## config.mk

```make
export PLATFORM = sky130hd
export DESIGN_NAME = hsv_to_rgb_converter_unit
export DESIGN_NICKNAME = d
export VERILOG_FILES = /design/src/hsvrgb_pkg.sv /design/src/hsv_to_rgb_converter_unit.sv
export SDC_FILE = /design/constraint.sdc
export NUM_CORES = 2
export LEC_CHECK = 0
export BUFFER_PORTS_ARGS = -buffer_cell sky130_fd_sc_hd__clkbuf_2
export CORE_ASPECT_RATIO = 0.7
export CORE_MARGIN = 2
export CORE_UTILIZATION = 60
export CTS_CLUSTER_SIZE = 20
export DETAILED_ROUTE_END_ITERATION = 8
export HOLD_SLACK_MARGIN = 0.05
export PLACE_DENSITY = 0.72
export SLEW_MARGIN = 20
export SYNTH_ARGS = -nofsm -noshare
export SYNTH_HDL_FRONTEND = slang
export SYNTH_SLANG_ARGS = --single-unit
```

## constraint.sdc

```tcl
create_clock -name clk_i -period 8.5 [get_ports clk_i]
set_clock_uncertainty 0.1 [all_clocks]
set_input_delay 0 -clock clk_i [delete_from_list [all_inputs] [get_ports clk_i]]
set_output_delay 0 -clock clk_i [all_outputs]
set_load 0.05 [all_outputs]
```

## src/hsvrgb_pkg.sv

```systemverilog
// Constants shared by the HSV to RGB converter.
// No dependencies; imported by hsv_to_rgb_converter_unit.
`default_nettype none
package hsvrgb_pkg;

  localparam int unsigned FRAC_BITS_DEF = 16;
  localparam int unsigned IN_W          = 24;
  localparam int unsigned CH_W          = 8;
  localparam int unsigned IN_TDATA_W    = 3 * IN_W;
  localparam int unsigned OUT_TDATA_W   = 3 * CH_W;

endpackage
`default_nettype wire

```

## src/hsv_to_rgb_converter_unit.sv

```systemverilog
// HSV to RGB converter: stream in, stream out, one pixel per request.
// Slave request tdata (lowest bit up): hue[23:0], saturation[47:24], brightness[71:48],
// each signed with FRAC_BITS fraction bits. Master request tdata: red[7:0], green[15:8],
// blue[23:16], each rounded to nearest.
// Throughput: one pixel per clock while the output is not stalled. The result passes
// through six register stages: clip, hue times six, s*f and v*(1-s) multipliers,
// v*(1-sf) and v*(1-sg) multipliers, channel select, byte rounding.
// Every stage has its own valid bit and takes new data when it is empty or the stage
// after it moves, so bubbles close up and a stalled receiver fills the pipeline before
// s_axis_tready_o drops. Nothing is lost or repeated under stall.
// Reset (rst_ni low, asynchronous) clears all valid bits; the pipeline comes up empty.
// Depends on hsvrgb_pkg.
`default_nettype none
module hsv_to_rgb_converter_unit #(
  parameter int unsigned FRAC_BITS = hsvrgb_pkg::FRAC_BITS_DEF
) (
  input  wire logic                                clk_i,
  input  wire logic                                rst_ni,
  input  wire logic                                s_axis_tvalid_i,
  output      logic                                s_axis_tready_o,
  // hue[23:0], saturation[47:24], brightness[71:48]
  input  wire logic [hsvrgb_pkg::IN_TDATA_W-1:0]   s_axis_tdata_i,
  output      logic                                m_axis_tvalid_o,
  input  wire logic                                m_axis_tready_i,
  // red[7:0], green[15:8], blue[23:16]
  output      logic [hsvrgb_pkg::OUT_TDATA_W-1:0]  m_axis_tdata_o
);
  import hsvrgb_pkg::*;

  localparam int unsigned U      = FRAC_BITS + 1;
  localparam int unsigned PW     = 2 * FRAC_BITS + 1;
  localparam int unsigned NSTG   = 6;
  localparam int unsigned EXT_W  = IN_W + 2;
  localparam logic signed [EXT_W-1:0] ONE_EXT = EXT_W'(1) << FRAC_BITS;
  localparam logic [U-1:0]  ONE_U  = U'(1) << FRAC_BITS;
  localparam logic [PW+7:0] HALF   = (PW + 8)'(1) << (2 * FRAC_BITS - 1);

  typedef enum logic [2:0] {
    SEXT_RY, SEXT_YG, SEXT_GC, SEXT_CB, SEXT_BM, SEXT_MR
  } sext_e;

  function automatic logic [U-1:0] clip_unit(input logic [IN_W-1:0] x);
    logic signed [EXT_W-1:0] ext;
    ext = {{2{x[IN_W-1]}}, x};
    if (x[IN_W-1]) begin
      return '0;
    end else if (ext > ONE_EXT) begin
      return ONE_U;
    end else begin
      return ext[U-1:0];
    end
  endfunction

  function automatic logic [CH_W-1:0] to_byte(input logic [PW-1:0] x);
    logic [PW+7:0] wide;
    wide = {x, 8'b0} - (PW + 8)'(x) + HALF;
    return wide[2*FRAC_BITS+7:2*FRAC_BITS];
  endfunction

  logic [NSTG-1:0] vld_q;
  logic [NSTG-1:0] en;

  always_comb begin
    en[NSTG-1] = ~vld_q[NSTG-1] | m_axis_tready_i;
    for (int k = NSTG - 2; k >= 0; k--) begin
      en[k] = ~vld_q[k] | en[k+1];
    end
  end

  assign s_axis_tready_o = en[0];

  always_ff @(posedge clk_i or negedge rst_ni) begin
    if (!rst_ni) begin
      vld_q <= '0;
    end else begin
      if (en[0]) begin
        vld_q[0] <= s_axis_tvalid_i;
      end
      for (int k = 1; k < NSTG; k++) begin
        if (en[k]) begin
          vld_q[k] <= vld_q[k-1];
        end
      end
    end
  end

  // stage 1: wrap hue, clip saturation and value
  logic [FRAC_BITS-1:0] h1_q;
  logic [U-1:0]         s1_q, v1_q;

  always_ff @(posedge clk_i) begin
    if (en[0]) begin
      h1_q <= s_axis_tdata_i[FRAC_BITS-1:0];
      s1_q <= clip_unit(s_axis_tdata_i[2*IN_W-1:IN_W]);
      v1_q <= clip_unit(s_axis_tdata_i[3*IN_W-1:2*IN_W]);
    end
  end

  // stage 2: sextant and fraction
  logic [FRAC_BITS+2:0] h6_d;
  sext_e                sext2_q;
  logic [FRAC_BITS-1:0] f2_q;
  logic [U-1:0]         omf2_q, s2_q, v2_q, oms2_q;

  assign h6_d = {1'b0, h1_q, 2'b00} + {2'b00, h1_q, 1'b0};

  always_ff @(posedge clk_i) begin
    if (en[1]) begin
      sext2_q <= sext_e'(h6_d[FRAC_BITS+2:FRAC_BITS]);
      f2_q    <= h6_d[FRAC_BITS-1:0];
      omf2_q  <= ONE_U - {1'b0, h6_d[FRAC_BITS-1:0]};
      s2_q    <= s1_q;
      v2_q    <= v1_q;
      oms2_q  <= ONE_U - s1_q;
    end
  end

  // stage 3: s*f, s*(1-f), v*(1-s)
  logic [2*U-1:0] sf_prod_d, sg_prod_d, p_prod_d;
  sext_e          sext3_q;
  logic [U-1:0]   sf3_q, sg3_q, v3_q;
  logic [PW-1:0]  p3_q;

  assign sf_prod_d = (2*U)'(s2_q) * (2*U)'(f2_q);
  assign sg_prod_d = (2*U)'(s2_q) * (2*U)'(omf2_q);
  assign p_prod_d  = (2*U)'(v2_q) * (2*U)'(oms2_q);

  always_ff @(posedge clk_i) begin
    if (en[2]) begin
      sext3_q <= sext2_q;
      sf3_q   <= sf_prod_d[FRAC_BITS+U-1:FRAC_BITS];
      sg3_q   <= sg_prod_d[FRAC_BITS+U-1:FRAC_BITS];
      p3_q    <= p_prod_d[PW-1:0];
      v3_q    <= v2_q;
    end
  end

  // stage 4: v*(1-sf), v*(1-sg); zero saturation gives p = q = t = v, i.e. gray
  logic [2*U-1:0] q_prod_d, t_prod_d;
  sext_e          sext4_q;
  logic [PW-1:0]  p4_q, q4_q, t4_q, vv4_q;

  assign q_prod_d = (2*U)'(v3_q) * (2*U)'(ONE_U - sf3_q);
  assign t_prod_d = (2*U)'(v3_q) * (2*U)'(ONE_U - sg3_q);

  always_ff @(posedge clk_i) begin
    if (en[3]) begin
      sext4_q <= sext3_q;
      p4_q    <= p3_q;
      q4_q    <= q_prod_d[PW-1:0];
      t4_q    <= t_prod_d[PW-1:0];
      vv4_q   <= PW'(v3_q) << FRAC_BITS;
    end
  end

  // stage 5: channel select
  logic [PW-1:0] r_d, g_d, b_d;
  logic [PW-1:0] r5_q, g5_q, b5_q;

  always_comb begin
    case (sext4_q)
      SEXT_RY: begin r_d = vv4_q; g_d = t4_q;  b_d = p4_q;  end
      SEXT_YG: begin r_d = q4_q;  g_d = vv4_q; b_d = p4_q;  end
      SEXT_GC: begin r_d = p4_q;  g_d = vv4_q; b_d = t4_q;  end
      SEXT_CB: begin r_d = p4_q;  g_d = q4_q;  b_d = vv4_q; end
      SEXT_BM: begin r_d = t4_q;  g_d = p4_q;  b_d = vv4_q; end
      default: begin r_d = vv4_q; g_d = p4_q;  b_d = q4_q;  end
    endcase
  end

  always_ff @(posedge clk_i) begin
    if (en[4]) begin
      r5_q <= r_d;
      g5_q <= g_d;
      b5_q <= b_d;
    end
  end

  // stage 6: round to bytes
  logic [OUT_TDATA_W-1:0] out_q;

  always_ff @(posedge clk_i) begin
    if (en[5]) begin
      out_q <= {to_byte(b5_q), to_byte(g5_q), to_byte(r5_q)};
    end
  end

  assign m_axis_tdata_o  = out_q;
  assign m_axis_tvalid_o = vld_q[NSTG-1];

  a_full_on_backpressure: assert property (@(posedge clk_i) disable iff (!rst_ni)
    !s_axis_tready_o |-> (m_axis_tvalid_o && !m_axis_tready_i && (&vld_q)))
    else $error("input stalled while pipeline can move");

  a_accept_enters: assert property (@(posedge clk_i) disable iff (!rst_ni)
    (s_axis_tvalid_i && s_axis_tready_o) |=> vld_q[0])
    else $error("accepted request not captured in first stage");

  a_terms_bounded: assert property (@(posedge clk_i) disable iff (!rst_ni)
    vld_q[3] |-> (p4_q <= vv4_q && q4_q <= vv4_q && t4_q <= vv4_q))
    else $error("channel term above value level");

  a_out_from_stage: assert property (@(posedge clk_i) disable iff (!rst_ni)
    $rose(m_axis_tvalid_o) |-> $past(vld_q[NSTG-2]))
    else $error("result appeared without a request behind it");

endmodule
`default_nettype wire

```

# [Word-level counts from Yosys, hierarchy flattened]
# Cells that the tools add are included.
[word_totals] out_inout_bits=26 in_bits=76 register_bits=472
[op_classes] n_mux=5 n_eq_ne=4 multipliers=5 add_sub_neg=11 order_cmp=2 n_reduce_logical=7 bitwise_logic=12
[ops] op="case mux 33 bit (3 select lines)" n=3
[ops] op="adder 40 x 32 -> 40 bit, second input constant" n=3
[ops] op="subtractor 40 x 33 -> 40 bit" n=3
[ops] op="multiplier 17 x 17 -> 33 bit" n=2
[ops] op="multiplier 18 x 18 -> 33 bit" n=2
[ops] op="> comparator 24 x 18 -> 1 bit, second input constant" n=2
[ops] op="subtractor 17 x 17 -> 18 bit, first input constant" n=2
[ops] op="2-to-1 mux 17 bit" n=2
[ops] op="multiplier 17 x 16 -> 33 bit" n=1
[ops] op="adder 18 x 17 -> 19 bit" n=1
[ops] op="subtractor 17 x 16 -> 17 bit, first input constant" n=1
[ops] op="subtractor 17 bit, first input constant" n=1
[ops] op="OR reduction 2 bit" n=6
[ops] op="equality test 3 x 2 -> 1 bit, second input constant" n=2
[ops] op="inverter 1 bit" n=6
[ops] op="bitwise OR 1 bit" n=6
[ops] op="equality test 3 x 1 -> 1 bit, second input constant" n=1
[ops] op="equality test 3 bit, second input constant" n=1
[ops] op="zero test 3 bit" n=1

# [Depth between registers and ports, before layout]
[depth] depth_word=7 ltp_mapped=32 mapped_depth_nobuf=29

# [Worst setup path after synthesis]
# Ideal clock, no wire load.
[synth_timing] path_type="register -> register" start="reg sg3_q[0]" end="reg t4_q[32], data pin" arrival_time_ns=7.196 setup_slack_ns=0.944 synth_period_minus_slack_ns=7.556 t_required_ns=8.140 stages_incl_launch_ff=29 path_cell_list="edfxtp_1 > clkbuf_1 > clkbuf_1 > inv_1 > ha_1 > nand3b_1 > nand2b_1 > xor2_1 > clkbuf_1 > nand2_1 > fa_1 > inv_1 > fa_1 > fa_1 > inv_1 > fa_1 > fa_1 > inv_1 > fa_1 > ha_1 > and3_1 > a21bo_2 > o31ai_1 > o41ai_2 > o21ai_0 > o41ai_1 > o21bai_1 > a21oi_1 > xnor2_1"
[synth_between] elab_chain_cells=2
[synth_rtl] element="start, declared" line_no="hsv_to_rgb_converter_unit.sv:121" source="logic [U-1:0] sf3_q, sg3_q, v3_q;"
[synth_rtl] element="start signal, assigned" line_no="hsv_to_rgb_converter_unit.sv:132" source="sg3_q <= sg_prod_d[FRAC_BITS+U-1:FRAC_BITS];"
[synth_rtl] element="subtractor 17 x 17 -> 18 bit" line_no="hsv_to_rgb_converter_unit.sv:144" source="assign t_prod_d = (2*U)'(v3_q) * (2*U)'(ONE_U - sg3_q);"
[synth_rtl] element="multiplier 18 x 18 -> 33 bit" line_no="hsv_to_rgb_converter_unit.sv:144"
[synth_rtl] element="net t_prod_d[32]" line_no="hsv_to_rgb_converter_unit.sv:139" source="logic [2*U-1:0] q_prod_d, t_prod_d;"
[synth_rtl] element="end signal, assigned" line_no="hsv_to_rgb_converter_unit.sv:151" source="t4_q <= t_prod_d[PW-1:0];"
[synth_rtl] element="end, declared" line_no="hsv_to_rgb_converter_unit.sv:141" source="logic [PW-1:0] p4_q, q4_q, t4_q, vv4_q;"
# The timed path passes the listed nets, and every way through them passes these cells.
# A chain may end at the register's enable or synchronous reset.

# [Worst setup path after layout]
[layout_timing] start="reg sf3_q[3]" end="reg q4_q[32], data pin"
[layout_between] elab_chain_cells=2
[layout_rtl] element="start, declared" line_no="hsv_to_rgb_converter_unit.sv:121"
[layout_rtl] element="start signal, assigned" line_no="hsv_to_rgb_converter_unit.sv:131" source="sf3_q <= sf_prod_d[FRAC_BITS+U-1:FRAC_BITS];"
[layout_rtl] element="subtractor 17 x 17 -> 18 bit" line_no="hsv_to_rgb_converter_unit.sv:143" source="assign q_prod_d = (2*U)'(v3_q) * (2*U)'(ONE_U - sf3_q);"
[layout_rtl] element="multiplier 18 x 18 -> 33 bit" line_no="hsv_to_rgb_converter_unit.sv:143"
[layout_rtl] element="net q_prod_d[32]" line_no="hsv_to_rgb_converter_unit.sv:139"
[layout_rtl] element="end signal, assigned" line_no="hsv_to_rgb_converter_unit.sv:150" source="q4_q <= q_prod_d[PW-1:0];"
[layout_rtl] element="end, declared" line_no="hsv_to_rgb_converter_unit.sv:141"
# The timed path passes the listed nets, and every way through them passes these cells.

==> PnR_summary.wiki <==
{| class="wikitable"
! Metric !! Value
|-
| Post-Synth Simple-Gate Area || 0.139
|-
| Final setup TNS || 0 ps
|-
| Final GP Congestion || 0.928
|-
| Number of H-tree levels || 2
|-
| GRT Resource Usage Total || 0.303
|-
| Number of setup violations in the final report || 0
|-
| Wire length of the first global-routing pass || 277,000 microns
|-
| Sequential fraction of the synthesis area || 0.205
|-
| Number of vias per cell || 5.65
|-
| R2r worst-path depth || 25
|-
| Cell taking the most area after synthesis || fa_1
|-
| Die area || 117,000 sq um
|-
| Leading cell type in the layout, fill and taps excluded || inv_1
|-
| Hpwl dp || 137,000 microns
|-
| Top post-synthesis cells by area || fa_1, edfxtp_1, ha_1
|-
| Largest family of logic cells by synthesized area || adder cells
|-
| Run status || finished clean
|-
| Depth of the worst hold-timing path || 3
|-
| Number of enable-type register cells in the synthesized netlist || 462
|-
| Fraction of the mapped netlist area in adder cells || 0.457
|-
| Synth Area per Inst || 9.77 sq um
|-
| Die width || 408 microns
|-
| Slowest CP cell || fa_1
|-
| Slew at the pin with the worst max-slew slack || 1190 ps
|-
| Area added between synthesis and finish || 7.55%
|-
| Depth of the critical timing path with buffers and inverters included || 25
|-
| Delay of the slowest critical-path stage || 530 ps
|-
| Synthesized-area fraction occupied by ao, oa, aoi and oai cells || 0.0610
|-
| Number of input and output port buffers inserted || 93
|-
| Share of the synthesized area in the top cell type || 0.323
|-
| Unrepaired setup endpoints after global routing || no
|-
| Highest Clock Rate || 124 MHz
|-
| Std cell rows || 103
|-
| Syn. warnings || 0
|-
| Final critical-path share of the clock period || 0.952
|-
| Max Slew Vio Count || 0
|-
| Data arrival time at the worst-slack endpoint || 8370 ps
|-
| Crit-path leading delay family || adder cells
|-
| Class of the tightest hold or removal check || primary input to register
|-
| Number of primary I/O pins || 102
|-
| Slew HR || 0.208
|-
| CTS tree || yes
|-
| Initial DRT Pass Iterations || 6
|-
| Cell area after placement || 70,700 sq um
|-
| Initial DRC Count || 4,602
|-
| Dominant synthesized flop cell || edfxtp_1
|-
| Post-CTS setup buffer count || 0
|-
| Maximum fanout along the worst path || 17
|-
| Final wirelength || 172,000 microns
|-
| Max-cap check violation count || 0
|-
| Number of synthesized register bits || 468
|-
| Chip height || 287 microns
|-
| Most used cells in the layout excluding fill and tap cells || inv_1, fa_1, nand2_1
|-
| Initial antenna violation count || 4
|-
| Crit Path Category || register to register
|-
| Type of element capturing the critical path || register
|-
| # clock sinks || 468
|-
| Starting Density || 0.606
|-
| Post-route insts no fill || 8,642
|-
| Number of failing hold endpoints at the final stage || 0
|-
| Top cell by count, worst path || fa_1
|-
| Number of nets with antenna violations after detailed routing || 0
|-
| Mux share of post-synthesis cell area || 0.0132
|-
| Post-Syn Area || 68,400 sq um
|-
| CORE AREA || 113,000 sq um
|-
| Clock Latency Late Sink || 660 ps
|-
| NumNets Final || 8,988
|-
| Synthesized instance count || 7,000
|-
| Async S/R FF share, synth || 0.0128
|-
| Total overflow reported by the global router || 0
|-
| Final routed DRC violation total || 0
|-
| Total clock buffers created by CTS || 50
|-
| Post-layout instance area || 73,600 sq um
|-
| Vias in the first global route || 50,700
|-
| Placed cell count || 8,442
|-
| Clock Root Buffer || clkbuf_16
|-
| Synthesized net count || 8,912
|-
| Final critical-path required period || 8090 ps
|-
| Largest net degree at the start of global routing || 99
|-
| Buffer depth of the longest clock path || 3
|-
| Via count || 48,900
|-
| Critical path required time || 8780 ps
|-
| Critical path buffers and inverters || 4
|-
| XOR/XNOR Fraction of Synth Area || 0.0280
|-
| Critical path startpoint category || register
|-
| Wire per inst || 19.9 microns
|-
| Unique masters post-synth || 75
|-
| Clock slew at the register clock pins of the worst setup and hold paths || 70 ps
|-
| Fraction of layout instances using a drive strength above 1 || 0.0575
|}
==> final cells by class <==
| class | count | area, sq um |
|---|---|---|
| Antenna cell | 2 | 5.00 |
| Clock buffer | 55 | 1270 |
| Sequential cell | 468 | 14000 |
| Multi-Input combinational cell | 4759 | 47800 |
| Clock inverter | 39 | 505 |
| Timing Repair Buffer | 327 | 2510 |
| Tap cell | 1522 | 1900 |
| Inverter | 1470 | 5520 |
| Fill cell | 8930 | 39300 |
==> metrics by stage <==
stage / util / hold slack, ps / worst slack [ps]
global placement: 0.626 / -196 / 366
floorplan: - / -396 / 944
finish: 0.652 / 108 / 411
detailed placement: 0.626 / -198 / 255
CTS: 0.651 / 50.7 / 207
global route: 0.652 / 87.0 / 7.49
==> per-layer routing <==
metal  track usage  wire [microns]
met1         0.439           74600
met4        0.0734            4190
met3        0.0873           20400
met2         0.452           73000
met5             0               0
==> worst paths after layout <==
path / slack [ps] / from / endpoint
max: 410 / sf3_q[3] / q4_q[32]
min: 110 / s_axis_tvalid_i / vld_q[0]
max reg2reg: 410 / sf3_q[3] / q4_q[32]
min reg2reg: 320 / v1_q[14] / v2_q[14]
max in group asynchronous: 7590 / rst_ni / vld_q[5]
min in group asynchronous: 370 / rst_ni / vld_q[1]
==> state kept, by name (all words and copies together) (netlist names), 24 cells and up <==
signal,cells
g5_q,33
p4_q,33
r5_q,33
t4_q,33
p3_q,33
b5_q,33
q4_q,33
m_axis_tdata_o,24
==> Yosys cell counts, types with 10 or more instances <==
master,n
a22oi_1,36
mux2i_1,50
nor3_1,39
fa_1,1103
a21o_1,61
clkbuf_1,296
nand2b_1,22
or2_2,26
o211ai_1,10
and2_1,531
xnor2_1,161
ha_1,733
a22o_1,18
xor2_1,58
nand3_1,37
o21ai_0,153
nor2_1,130
or3_1,11
o21bai_1,16
nor4_1,24
a222oi_1,16
inv_1,1470
edfxtp_1,462
mux2_2,36
nand4_1,26
o22ai_1,19
nand2_1,1015
o21a_1,26
nor2b_1,43
a211oi_1,36
and3_1,30
a21oi_1,165
==> worst reg2reg max path, cell delays in order (launching register included) <==
cell and delay (ps):
edfxtp_1 430, nor4_1 370, nand2_1 150, or3_1 420, xor2_1 150, buf_4 260, nand2_1 120, fa_1 530
fa_1 440, fa_1 530, inv_1 70, fa_1 530, inv_1 50, fa_1 480, inv_1 50, fa_1 480
ha_1 390, a21o_1 210, a211o_1 250, a21oi_1 160, o221ai_1 200, a21oi_1 430, and4b_1 270, a2111oi_2 460
a21oi_1 160, xnor2_1 150
==> cell families after synthesis <==
logic type                 after synthesis
adders and majority gates             1836
muxes                                   86
xor gates and xnor gates               219
AOI/OAI and AO/OA                      644
buffers and inverters                 1773
DFF                                    468
and+or+nand+nor                       1974
==> repair_timing <==
action                                  4_1_cts  5_1_grt
endpoints found under the setup margin        0        5
hold buffers                                104        0
hold endpoints to repair                     58        0
resized for setup                             0        5
Power is left out: the tool's default activity adds up to more than one toggle a clock period on the data nets, which glitch-free logic cannot reach.
